`src/rtl/pdc_pkg.sv`:
```
package pdc_pkg;

    localparam int LOAD_W     = 11;
    localparam int PIPE_W     = 4;
    localparam int RATE_W     = 7;
    localparam int GAIN_W     = 24;
    localparam int ERR_W      = 12;
    localparam int DIF_W      = ERR_W + 1;
    localparam int INT_W      = 32;
    localparam int PROD_P_W   = GAIN_W + ERR_W;
    localparam int PROD_I_W   = GAIN_W + INT_W;
    localparam int PROD_D_W   = GAIN_W + DIF_W;
    localparam int SUM_W      = PROD_I_W + 2;
    localparam int SUM_SHIFT  = 18;
    localparam int QUO_W      = SUM_W - SUM_SHIFT;
    localparam int CNT_W      = 7;
    localparam int ROM_DEPTH  = 100;
    localparam int CFG_IDX_W  = 8;
    localparam int CFG_DATA_W = GAIN_W;

    localparam logic [RATE_W-1:0] RATE_MAX = 7'd100;
    localparam logic [CNT_W-1:0]  CNT_LAST = 7'd99;

    localparam logic FUNC_SAMPLE  = 1'b0;
    localparam logic FUNC_REQUEST = 1'b1;

    localparam logic [CFG_IDX_W-1:0] REG_SETPOINT = 8'd0;
    localparam logic [CFG_IDX_W-1:0] REG_GAIN_P   = 8'd1;
    localparam logic [CFG_IDX_W-1:0] REG_GAIN_I   = 8'd2;
    localparam logic [CFG_IDX_W-1:0] REG_GAIN_D   = 8'd3;

    localparam logic signed [GAIN_W-1:0] GAIN_I_RESET = -24'sd6400;

    localparam logic [CNT_W-1:0] PERM_ROM [ROM_DEPTH] = '{
        7'd18, 7'd50, 7'd51, 7'd39, 7'd49, 7'd68, 7'd8,  7'd78, 7'd61, 7'd75,
        7'd53, 7'd32, 7'd45, 7'd77, 7'd31, 7'd12, 7'd26, 7'd10, 7'd37, 7'd99,
        7'd29, 7'd0,  7'd52, 7'd82, 7'd91, 7'd22, 7'd7,  7'd42, 7'd87, 7'd43,
        7'd73, 7'd86, 7'd70, 7'd69, 7'd13, 7'd60, 7'd24, 7'd25, 7'd6,  7'd93,
        7'd96, 7'd97, 7'd84, 7'd47, 7'd79, 7'd64, 7'd90, 7'd81, 7'd4,  7'd15,
        7'd63, 7'd44, 7'd57, 7'd40, 7'd21, 7'd28, 7'd46, 7'd94, 7'd35, 7'd58,
        7'd11, 7'd30, 7'd3,  7'd20, 7'd41, 7'd74, 7'd34, 7'd88, 7'd62, 7'd54,
        7'd33, 7'd92, 7'd76, 7'd85, 7'd5,  7'd72, 7'd9,  7'd83, 7'd56, 7'd17,
        7'd95, 7'd55, 7'd80, 7'd98, 7'd66, 7'd14, 7'd16, 7'd38, 7'd71, 7'd23,
        7'd2,  7'd67, 7'd36, 7'd65, 7'd27, 7'd1,  7'd19, 7'd59, 7'd89, 7'd48
    };

    typedef struct packed {
        logic              func;
        logic              pipe_ok;
        logic [CNT_W-1:0]  rom_val;
    } t_item;

endpackage

```
`src/rtl/pdc_if.sv`:
```
interface pdc_in_if import pdc_pkg::*; ();
    logic              valid;
    logic              ready;
    logic              func;
    logic [LOAD_W-1:0] load_sample;
    logic [PIPE_W-1:0] pipe_index;

    modport source (output valid, func, load_sample, pipe_index, input ready);
    modport sink   (input valid, func, load_sample, pipe_index, output ready);
endinterface

interface pdc_out_if import pdc_pkg::*; ();
    logic              valid;
    logic              ready;
    logic              accept;
    logic [RATE_W-1:0] current_drop_rate;

    modport source (output valid, accept, current_drop_rate, input ready);
    modport sink   (input valid, accept, current_drop_rate, output ready);
endinterface

interface pdc_cfg_if import pdc_pkg::*; ();
    logic                  valid;
    logic                  ready;
    logic [CFG_IDX_W-1:0]  index;
    logic [CFG_DATA_W-1:0] data;

    modport source (output valid, index, data, input ready);
    modport sink   (input valid, index, data, output ready);
endinterface

```
`src/rtl/pdc_ram.sv`:
```
module pdc_ram #(
    parameter int WIDTH = 8,
    parameter int DEPTH = 16
) (
    input  logic                                  i_clk,
    input  logic                                  i_we,
    input  logic [(DEPTH > 1 ? $clog2(DEPTH) : 1)-1:0] i_waddr,
    input  logic [WIDTH-1:0]                      i_wdata,
    input  logic                                  i_re,
    input  logic [(DEPTH > 1 ? $clog2(DEPTH) : 1)-1:0] i_raddr,
    output logic [WIDTH-1:0]                      o_rdata
);

    logic [WIDTH-1:0] r_mem [DEPTH];
    logic [WIDTH-1:0] r_rdata;

    always_ff @(posedge i_clk) begin
        if (i_we) begin
            r_mem[i_waddr] <= i_wdata;
        end
        if (i_re) begin
            r_rdata <= r_mem[i_raddr];
        end
    end

    assign o_rdata = r_rdata;

endmodule

```
`src/rtl/pid_feedback_drop_controller_top.sv`:
```
// an accepted request passes through the stage registers and then the output register before its result shows on o_out
// throughput: one item per cycle while the skid stage is empty; the pipe counter read-modify-write
// through the counter ram and the integral update each complete in stage 1
// reset: synchronous, active low; afterwards a clearing pass writes zero to every
// counter ram entry in turn, during which i_in.ready stays low
module pid_feedback_drop_controller_top import pdc_pkg::*; #(
    parameter int PIPE_COUNT = 16
) (
    input  logic          i_clk,
    input  logic          i_rst_n,
    pdc_in_if.sink        i_in,
    pdc_out_if.source     o_out,
    pdc_cfg_if.sink       i_cfg
);

    localparam int AW = (PIPE_COUNT > 1) ? $clog2(PIPE_COUNT) : 1;

    // configuration
    logic        [LOAD_W-1:0] r_setpoint;
    logic signed [GAIN_W-1:0] r_kp, r_ki, r_kd;

    assign i_cfg.ready = 1'b1;

    always_ff @(posedge i_clk) begin
        if (!i_rst_n) begin
            r_setpoint <= '0;
            r_kp       <= '0;
            r_ki       <= GAIN_I_RESET;
            r_kd       <= '0;
        end else if (i_cfg.valid) begin
            case (i_cfg.index)
                REG_SETPOINT: r_setpoint <= i_cfg.data[LOAD_W-1:0];
                REG_GAIN_P:   r_kp       <= $signed(i_cfg.data);
                REG_GAIN_I:   r_ki       <= $signed(i_cfg.data);
                REG_GAIN_D:   r_kd       <= $signed(i_cfg.data);
                default: ;
            endcase
        end
    end

    // counter ram clearing pass
    logic          r_clr_done;
    logic [AW-1:0] r_clr_addr;

    always_ff @(posedge i_clk) begin
        if (!i_rst_n) begin
            r_clr_done <= 1'b0;
            r_clr_addr <= '0;
        end else if (!r_clr_done) begin
            r_clr_addr <= r_clr_addr + 1'b1;
            if (32'(r_clr_addr) == PIPE_COUNT - 1) begin
                r_clr_done <= 1'b1;
            end
        end
    end

    // pipeline control
    logic r_skid_v;
    logic w_adv;
    logic w_take;

    assign w_adv      = !r_skid_v;
    assign i_in.ready = w_adv && r_clr_done;
    assign w_take     = i_in.valid && i_in.ready;

    // stage 1
    logic              r_s1_v;
    logic              r_s1_func;
    logic [LOAD_W-1:0] r_s1_load;
    logic [PIPE_W-1:0] r_s1_pipe;

    always_ff @(posedge i_clk) begin
        if (!i_rst_n) begin
            r_s1_v <= 1'b0;
        end else if (w_adv) begin
            r_s1_v <= w_take;
        end
    end

    always_ff @(posedge i_clk) begin
        if (w_take) begin
            r_s1_func <= i_in.func;
            r_s1_load <= i_in.load_sample;
            r_s1_pipe <= i_in.pipe_index;
        end
    end

    // counter read-modify-write
    logic             w_ram_we;
    logic [AW-1:0]    w_ram_waddr;
    logic [CNT_W-1:0] w_ram_wdata;
    logic [CNT_W-1:0] w_ram_rdata;
    logic [AW-1:0]    w_s1_addr;
    logic             w_pipe_ok;
    logic             w_cnt_we;
    logic [CNT_W-1:0] w_cnt_old;
    logic [CNT_W-1:0] w_cnt_new;
    logic             r_fwd_v;
    logic [AW-1:0]    r_fwd_addr;
    logic [CNT_W-1:0] r_fwd_data;

    assign w_s1_addr = AW'(r_s1_pipe);
    assign w_pipe_ok = 32'(r_s1_pipe) < PIPE_COUNT;
    assign w_cnt_we  = r_s1_v && (r_s1_func == FUNC_REQUEST) && w_pipe_ok && w_adv;

    // the ram returns old data when written at the same edge it was read
    assign w_cnt_old = (r_fwd_v && (r_fwd_addr == w_s1_addr)) ? r_fwd_data : w_ram_rdata;
    assign w_cnt_new = (w_cnt_old == CNT_LAST) ? '0 : w_cnt_old + 1'b1;

    assign w_ram_we    = !r_clr_done || w_cnt_we;
    assign w_ram_waddr = r_clr_done ? w_s1_addr : r_clr_addr;
    assign w_ram_wdata = r_clr_done ? w_cnt_new : '0;

    always_ff @(posedge i_clk) begin
        if (!i_rst_n) begin
            r_fwd_v <= 1'b0;
        end else if (w_adv) begin
            r_fwd_v <= w_cnt_we;
        end
    end

    always_ff @(posedge i_clk) begin
        if (w_adv) begin
            r_fwd_addr <= w_s1_addr;
            r_fwd_data <= w_cnt_new;
        end
    end

    pdc_ram #(
        .WIDTH (CNT_W),
        .DEPTH (PIPE_COUNT)
    ) u_cnt_ram (
        .i_clk   (i_clk),
        .i_we    (w_ram_we),
        .i_waddr (w_ram_waddr),
        .i_wdata (w_ram_wdata),
        .i_re    (i_in.ready),
        .i_raddr (AW'(i_in.pipe_index)),
        .o_rdata (w_ram_rdata)
    );

    // pid state update
    logic signed [ERR_W-1:0] r_prev_err;
    logic signed [INT_W-1:0] r_integ;
    logic signed [ERR_W-1:0] w_err;
    logic signed [DIF_W-1:0] w_dif;
    logic signed [INT_W:0]   w_int_sum;
    logic signed [INT_W-1:0] w_int_sat;
    logic signed [INT_W-1:0] w_int_new;
    logic                    w_sample_s1;

    assign w_err     = $signed({1'b0, r_setpoint}) - $signed({1'b0, r_s1_load});
    assign w_dif     = $signed({w_err[ERR_W-1], w_err})
                     - $signed({r_prev_err[ERR_W-1], r_prev_err});
    assign w_int_sum = $signed({r_integ[INT_W-1], r_integ})
                     + $signed({{(INT_W + 1 - ERR_W){w_err[ERR_W-1]}}, w_err});

    always_comb begin
        if (w_int_sum[INT_W] != w_int_sum[INT_W-1]) begin
            w_int_sat = w_int_sum[INT_W] ? {1'b1, {(INT_W-1){1'b0}}}
                                         : {1'b0, {(INT_W-1){1'b1}}};
        end else begin
            w_int_sat = w_int_sum[INT_W-1:0];
        end
    end

    // integral only moves while it or the error is negative
    assign w_int_new   = (r_integ[INT_W-1] || w_err[ERR_W-1]) ? w_int_sat : r_integ;
    assign w_sample_s1 = r_s1_v && (r_s1_func == FUNC_SAMPLE) && w_adv;

    always_ff @(posedge i_clk) begin
        if (!i_rst_n) begin
            r_prev_err <= '0;
            r_integ    <= '0;
        end else if (w_sample_s1) begin
            r_prev_err <= w_err;
            r_integ    <= w_int_new;
        end
    end

    // stage 2
    logic                    r_s2_v;
    t_item                   r_s2_item;
    logic signed [ERR_W-1:0] r_s2_err;
    logic signed [DIF_W-1:0] r_s2_dif;
    logic signed [INT_W-1:0] r_s2_int;

    // stage 3
    logic                       r_s3_v;
    t_item                      r_s3_item;
    logic signed [PROD_P_W-1:0] r_s3_pp;
    logic signed [PROD_I_W-1:0] r_s3_pi;
    logic signed [PROD_D_W-1:0] r_s3_pd;

    // stage 4
    logic                    r_s4_v;
    t_item                   r_s4_item;
    logic signed [SUM_W-1:0] r_s4_sum;

    always_ff @(posedge i_clk) begin
        if (!i_rst_n) begin
            r_s2_v <= 1'b0;
            r_s3_v <= 1'b0;
            r_s4_v <= 1'b0;
        end else if (w_adv) begin
            r_s2_v <= r_s1_v;
            r_s3_v <= r_s2_v;
            r_s4_v <= r_s3_v;
        end
    end

    always_ff @(posedge i_clk) begin
        if (w_adv) begin
            r_s2_item.func    <= r_s1_func;
            r_s2_item.pipe_ok <= w_pipe_ok;
            r_s2_item.rom_val <= PERM_ROM[w_cnt_new];
            r_s2_err          <= w_err;
            r_s2_dif          <= w_dif;
            r_s2_int          <= w_int_new;

            r_s3_item <= r_s2_item;
            r_s3_pp   <= r_kp * r_s2_err;
            r_s3_pi   <= r_ki * r_s2_int;
            r_s3_pd   <= r_kd * r_s2_dif;

            r_s4_item <= r_s3_item;
            r_s4_sum  <= SUM_W'(r_s3_pp) + SUM_W'(r_s3_pi) + SUM_W'(r_s3_pd);
        end
    end

    // stage 4: drop rate and admission decision
    logic [RATE_W-1:0] r_drop;
    logic [RATE_W-1:0] w_rate;
    logic              w_sum_pos;
    logic              w_deliver;
    logic              w_res_accept;
    logic [RATE_W-1:0] w_res_rate;

    assign w_sum_pos = !r_s4_sum[SUM_W-1] && (r_s4_sum != '0);

    always_comb begin
        if (!w_sum_pos) begin
            w_rate = '0;
        end else if (r_s4_sum[SUM_W-1:SUM_SHIFT] > QUO_W'(RATE_MAX)) begin
            w_rate = RATE_MAX;
        end else begin
            w_rate = r_s4_sum[SUM_SHIFT +: RATE_W];
        end
    end

    assign w_deliver = r_s4_v && w_adv;

    always_comb begin
        if (r_s4_item.func == FUNC_SAMPLE) begin
            w_res_accept = 1'b1;
            w_res_rate   = w_rate;
        end else begin
            w_res_accept = r_s4_item.pipe_ok && !(r_s4_item.rom_val < r_drop);
            w_res_rate   = r_drop;
        end
    end

    always_ff @(posedge i_clk) begin
        if (!i_rst_n) begin
            r_drop <= '0;
        end else if (w_deliver && (r_s4_item.func == FUNC_SAMPLE)) begin
            r_drop <= w_rate;
        end
    end

    // output register with skid stage
    logic              r_out_v;
    logic              r_out_accept;
    logic [RATE_W-1:0] r_out_rate;
    logic              r_skid_accept;
    logic [RATE_W-1:0] r_skid_rate;

    always_ff @(posedge i_clk) begin
        if (!i_rst_n) begin
            r_out_v  <= 1'b0;
            r_skid_v <= 1'b0;
        end else if (r_skid_v) begin
            if (o_out.ready) begin
                r_skid_v <= 1'b0;
            end
        end else if (w_deliver) begin
            if (r_out_v && !o_out.ready) begin
                r_skid_v <= 1'b1;
            end else begin
                r_out_v <= 1'b1;
            end
        end else if (o_out.ready) begin
            r_out_v <= 1'b0;
        end
    end

    always_ff @(posedge i_clk) begin
        if (r_skid_v) begin
            if (o_out.ready) begin
                r_out_accept <= r_skid_accept;
                r_out_rate   <= r_skid_rate;
            end
        end else if (w_deliver) begin
            if (r_out_v && !o_out.ready) begin
                r_skid_accept <= w_res_accept;
                r_skid_rate   <= w_res_rate;
            end else begin
                r_out_accept <= w_res_accept;
                r_out_rate   <= w_res_rate;
            end
        end
    end

    assign o_out.valid             = r_out_v;
    assign o_out.accept            = r_out_accept;
    assign o_out.current_drop_rate = r_out_rate;

endmodule

```
`src/flat_wrapper.sv`:
```
// flat-port wrapper written by rule: the top's interface ports become plain ports
module pid_feedback_drop_controller_top_flat import pdc_pkg::*;
#(
    parameter int PIPE_COUNT = 16
)
  (i_clk, i_rst_n, i_in_valid, i_in_func, i_in_load_sample, i_in_pipe_index, i_in_ready, o_out_valid, o_out_accept, o_out_current_drop_rate, o_out_ready, i_cfg_valid, i_cfg_index, i_cfg_data, i_cfg_ready);
  pdc_in_if i_in_i ();
  pdc_out_if o_out_i ();
  pdc_cfg_if i_cfg_i ();
  input  logic i_clk;
  input  logic i_rst_n;
  input wire logic [$bits(i_in_i.valid)-1:0] i_in_valid;
  input wire logic [$bits(i_in_i.func)-1:0] i_in_func;
  input wire logic [$bits(i_in_i.load_sample)-1:0] i_in_load_sample;
  input wire logic [$bits(i_in_i.pipe_index)-1:0] i_in_pipe_index;
  output wire logic [$bits(i_in_i.ready)-1:0] i_in_ready;
  output wire logic [$bits(o_out_i.valid)-1:0] o_out_valid;
  output wire logic [$bits(o_out_i.accept)-1:0] o_out_accept;
  output wire logic [$bits(o_out_i.current_drop_rate)-1:0] o_out_current_drop_rate;
  input wire logic [$bits(o_out_i.ready)-1:0] o_out_ready;
  input wire logic [$bits(i_cfg_i.valid)-1:0] i_cfg_valid;
  input wire logic [$bits(i_cfg_i.index)-1:0] i_cfg_index;
  input wire logic [$bits(i_cfg_i.data)-1:0] i_cfg_data;
  output wire logic [$bits(i_cfg_i.ready)-1:0] i_cfg_ready;
  assign i_in_i.valid = i_in_valid;
  assign i_in_i.func = i_in_func;
  assign i_in_i.load_sample = i_in_load_sample;
  assign i_in_i.pipe_index = i_in_pipe_index;
  assign i_in_ready = i_in_i.ready;
  assign o_out_valid = o_out_i.valid;
  assign o_out_accept = o_out_i.accept;
  assign o_out_current_drop_rate = o_out_i.current_drop_rate;
  assign o_out_i.ready = o_out_ready;
  assign i_cfg_i.valid = i_cfg_valid;
  assign i_cfg_i.index = i_cfg_index;
  assign i_cfg_i.data = i_cfg_data;
  assign i_cfg_ready = i_cfg_i.ready;
  pid_feedback_drop_controller_top #(.PIPE_COUNT(PIPE_COUNT)) u_core (.i_clk(i_clk), .i_rst_n(i_rst_n), .i_in(i_in_i), .o_out(o_out_i), .i_cfg(i_cfg_i));
endmodule
```
`config.mk`:
```
export PLATFORM = sky130hd
export DESIGN_NAME = pid_feedback_drop_controller_top_flat
export DESIGN_NICKNAME = d
export VERILOG_FILES = /design/src/rtl/pdc_pkg.sv /design/src/rtl/pdc_if.sv /design/src/rtl/pdc_ram.sv /design/src/rtl/pid_feedback_drop_controller_top.sv /design/src/flat_wrapper.sv
export SDC_FILE = /design/constraint.sdc
export NUM_CORES = 2
export LEC_CHECK = 0
export ABC_AREA = 1
export BUFFER_PORTS_ARGS = -buffer_cell sky130_fd_sc_hd__buf_2
export CORE_MARGIN = 4
export CORE_UTILIZATION = 50
export CTS_BUF_LIST = sky130_fd_sc_hd__clkbuf_8
export CTS_CLUSTER_SIZE = 25
export DETAILED_ROUTE_END_ITERATION = 10
export GPL_ROUTABILITY_DRIVEN = 0
export MAX_ROUTING_LAYER = met4
export PLACE_DENSITY_LB_ADDON = 0.08
export SLEW_MARGIN = 20
export SYNTH_ARGS = -nofsm -noshare
export SYNTH_HDL_FRONTEND = slang
export SYNTH_SLANG_ARGS = --single-unit
```
`constraint.sdc`:
```
create_clock -name i_clk -period 8.7 [get_ports i_clk]
set_input_delay 0.435 -clock i_clk [delete_from_list [all_inputs] [get_ports i_clk]]
set_output_delay 0.435 -clock i_clk [all_outputs]
set_load 0.01 [all_outputs]
```
==> summary.md <==
| Metric | Value |
|---|---|
| Status | finished, final reports clean |
| Antenna violations before repair | 12 |
| Min-delay worst type | in -> reg |
| Worst EP required | 9.26 ns |
| P&R area growth vs syn | 6.32% |
| Global route hottest layer | met2 |
| Die H | 404 um |
| Met1 usage | 40.1% |
| Least-Margin Pin Slew | 1.26 ns |
| CTS Buffer Depth | 3 |
| Largest family of logic cells by synthesized area | adder cells |
| Cts bufs inserted | 101 |
| CTS sink cnt | 576 |
| Clock skew | 0.0610 ns |
| Total power | 18.1 mW |
| Avg WL per Cell | 20.5 um |
| CP endpoint kind | register |
| Post-synthesis cell count | 9083 |
| Syn_area_per_cell | 8.62 um^2 |
| Gates resized, CTS repair | 0 |
| Met3 usage in global routing | 5.41% |
| Clock power frac | 16.4% |
| Port bufs | 62 |
| Site Rows | 144 |
| Worst Setup Start Kind | register |
| Post-synthesis cell type count | 57 |
| Post-synthesis register bit count | 576 |
| Pins Over Slew Limit | 0 |
| Vias/cell | 5.30 |
| Adder-Cell Fraction of Synth Area | 42.5% |
| Internal power | 9.45 mW |
| CP max FO | 17 |
| Root Driver | clkbuf_8 |
| Sw frac | 47.8% |
| Number of top-level pins | 64 |
| Switching power total | 8.66 mW |
| Power share of the sequential group | 23.1% |
| Highest clock rate | 131 MHz |
| Starting Density | 50.6% |
| Tcrit/Tclk final | 87.6% |
| Via count | 59200 |
| Filler instances | 14400 |
| Drt pass-1 iters | 6 |
| CTS hold repair buffers | 24 |
| Pwr dens | 218 mW/mm^2 |
| Setup TNS | 0 ns |
| Post-synth top flop | edfxtp_1 |
| Clk pin slew, worst setup/hold paths | 0.06 ns |
| Clk_lat worst skew | 0.82 ns |
| Max VDD drop | 0.000257 V |
| Vias in the first global route | 61900 |
| Compound-Gate Fraction of Synth Area | 6.66% |
| Non-Filler Instances | 11200 |
| Slew HR | 15.9% |
| Layout cell share with drive strength beyond 1 | 4.77% |
| Register area share after synthesis | 20.2% |
| Largest net degree at the start of global routing | 86 |
| Grt ovf | 0 |
| Synth Cell Area | 0.0783 mm^2 |
| Final Hold Fails | 0 |
| Met2 GRT Util | 45.6% |
| Antenna-violating nets left | 0 |
| H-Tree Depth | 3 |
| Combinational share of power | 60.5% |
| Pleak | 43.9 nW |
| Kind of critical path | reg -> reg |
| DP HPWL | 182 mm |
| Asr flop ratio synth | 0% |
| Area of the multi-input gates | 0.0525 mm^2 |
| Post-CTS Setup Bufs | 0 |
| Multiplexer area fraction after synthesis | 0.358% |
| Yosys Warn Count | 0 |
| Maxcap violations | 0 |
| Critical Path AT | 8.18 ns |
| Post-Route WL | 228 mm |
| Post-synth EDFFs | 430 |
| Post-Synth Simple-Gate Area | 14.9% |
| Final hold slack | 0.0852 ns |
| Mapped Nets | 11000 |
| Crit path time final | 7.62 ns |
| Die width | 404 um |
| Die area | 0.163 mm^2 |
| GR Util All Layers | 29.5% |
| Final setup fails | 0 |
| Fin nets | 10900 |
| First-pass GRT wire length | 360 mm |
| Iteration-0 DRC Markers | 4718 |
| Xor/xnor share of the synthesized area | 2.67% |
| Post-route DRC | 0 |
| CTS tree | built |
| RSZ-0062 raised after global routing | false |
| Register area | 0.0158 mm^2 |
| Core area | 0.155 mm^2 |
| Placed insts | 10900 |
[cells in the final DEF, fill, tap and decap left out, drive strengths merged, types with 40 or more instances in the layout]
| cell type | instances |
|---|---|
| o21ai | 310 |
| nand2 | 2024 |
| xnor2 | 77 |
| buf | 159 |
| fa | 1384 |
| clkinv | 42 |
| or2 | 56 |
| nand3 | 238 |
| a21oi | 365 |
| dfxtp | 146 |
| ha | 443 |
| a31oi | 47 |
| nand4 | 53 |
| clkbuf | 112 |
| o21a | 40 |
| xor2 | 162 |
| inv | 2297 |
| nor2 | 420 |
| o211ai | 56 |
| edfxtp | 430 |
[power by group through the flow]
stage               sequential (mW)  clock (mW)  combinational, mW
floorplan                      4.08           0               7.59
global placement               4.26           0               10.7
detailed placement             4.26           0               10.8
CTS                            4.20        3.05               10.8
global route                   4.21        3.17               12.2
finish                         4.19        2.98               10.9
[path summary, 6_finish.rpt]
path,slack (ns),cells past startpoint,startpoint,endpoint
worst min-delay path,0.09,3,i_cfg_data[0],u_core.r_kp[0]$_SDFFE_PN0P_
worst min register to register,0.42,0,u_core.r_s3_item[0]$_DFFE_PN_,u_core.r_s4_item[0]$_DFFE_PN_
worst max register to register,1.08,24,u_core.r_s2_int[9]$_DFFE_PN_,u_core.r_s3_pi[32]$_DFFE_PN_
worst max-delay path,1.08,24,u_core.r_s2_int[9]$_DFFE_PN_,u_core.r_s3_pi[32]$_DFFE_PN_
[synth_stat cells (25+ instances only)]
master    count  area share (%)
a21o_1       28            0.27
nand4_1      51            0.41
or2_2        56            0.45
dfxtp_1     146             3.7
inv_1      2262              11
nand3_1     234             1.5
a21oi_1     361             2.3
nor4_1       31            0.25
mux2i_1      28            0.36
o21a_1       40            0.38
fa_1       1384              35
ha_1        443             7.1
o211ai_1     56            0.54
nand2_1    2007             9.6
o21bai_1     25            0.24
nor3_1       34            0.22
a31oi_1      47            0.38
nor2_1      411             2.0
xor2_1      162             1.8
clkbuf_1    313             1.5
xnor2_1      77            0.86
o21ai_0     295             1.9
edfxtp_1    430              16
[logic make-up (layout without fill, tap and decap cells)]
| kind of cell | after synthesis | count (layout) |
|---|---|---|
| and+or+nand+nor | 2862 | 2862 |
| xor gates and xnor gates | 239 | 239 |
| DFF | 576 | 576 |
| other | 1 | 14 |
| muxes | 28 | 28 |
| adders and majority gates | 1827 | 1827 |
| buffers and inverters | 2630 | 2655 |
| AOI/OAI and AO/OA | 920 | 920 |
[stage by stage]
stage | utilization, % | area, um^2 | worst slack, ns
6_report | 53.8 | 83200 | 1.08
5_1_grt | 53.8 | 83200 | 0.843
4_1_cts | 53.7 | 83100 | 1.17
3_5_place_dp | 52.0 | 80500 | 1.22
3_3_place_gp | 52.0 | 80500 | 1.18
2_1_floorplan | - | 78300 | 1.99
[registers in the layout, summed over array words and instances, names as in the netlist, 8 cells and up]
name and count:
u_core.r_s3_pd 37, u_core.r_ki 24, u_core.r_s1_load 11, u_core.r_s4_item 8
u_core.r_kp 24, u_core.r_s3_item 8, u_core.r_prev_err 12, u_core.u_cnt_ram.r_mem 112
u_core.r_s2_item 8, u_core.r_setpoint 11, u_core.r_s3_pp 36, u_core.r_s4_sum 58
u_core.r_s2_dif 13, u_core.r_kd 24, u_core.r_integ 32, u_core.r_s2_int 32
u_core.r_s2_err 12, u_core.r_s3_pi 56
[worst max-delay path, cell delays in order (launching register included)]
cell and delay (ns):
edfxtp_1 0.96, buf_4 0.31, nand2_1 0.11, inv_1 0.11, fa_1 0.45, fa_1 0.53
inv_1 0.05, fa_1 0.40, fa_1 0.48, fa_1 0.65, inv_1 0.11, fa_1 0.53
inv_1 0.05, fa_1 0.47, inv_1 0.04, ha_1 0.34, nand2_1 0.12, nor2_1 0.17
inv_1 0.09, nor3_1 0.27, a21oi_1 0.15, o21ai_0 0.45, nand2_1 0.11, nand2_1 0.09
xor2_1 0.32
[layer usage]
metal | part of all wire (%) | routed length (um)
met3 | 8.1 | 18400
met2 | 46 | 104000
met1 | 43 | 99000
met5 | 0 | 0
met4 | 3.0 | 6820
[area by class of cell]
cell class	instances	share of cell area (%)
multi-input combinational	5877	63.1
sequential	576	19.0
inverter	2280	10.3
tap	2044	3.07
clock buffer	112	1.85
timing repair buffer	183	1.57
clock inverter	80	1.07
antenna	13	0.0391
No activity file was read; power rests on OpenSTA's default activity.
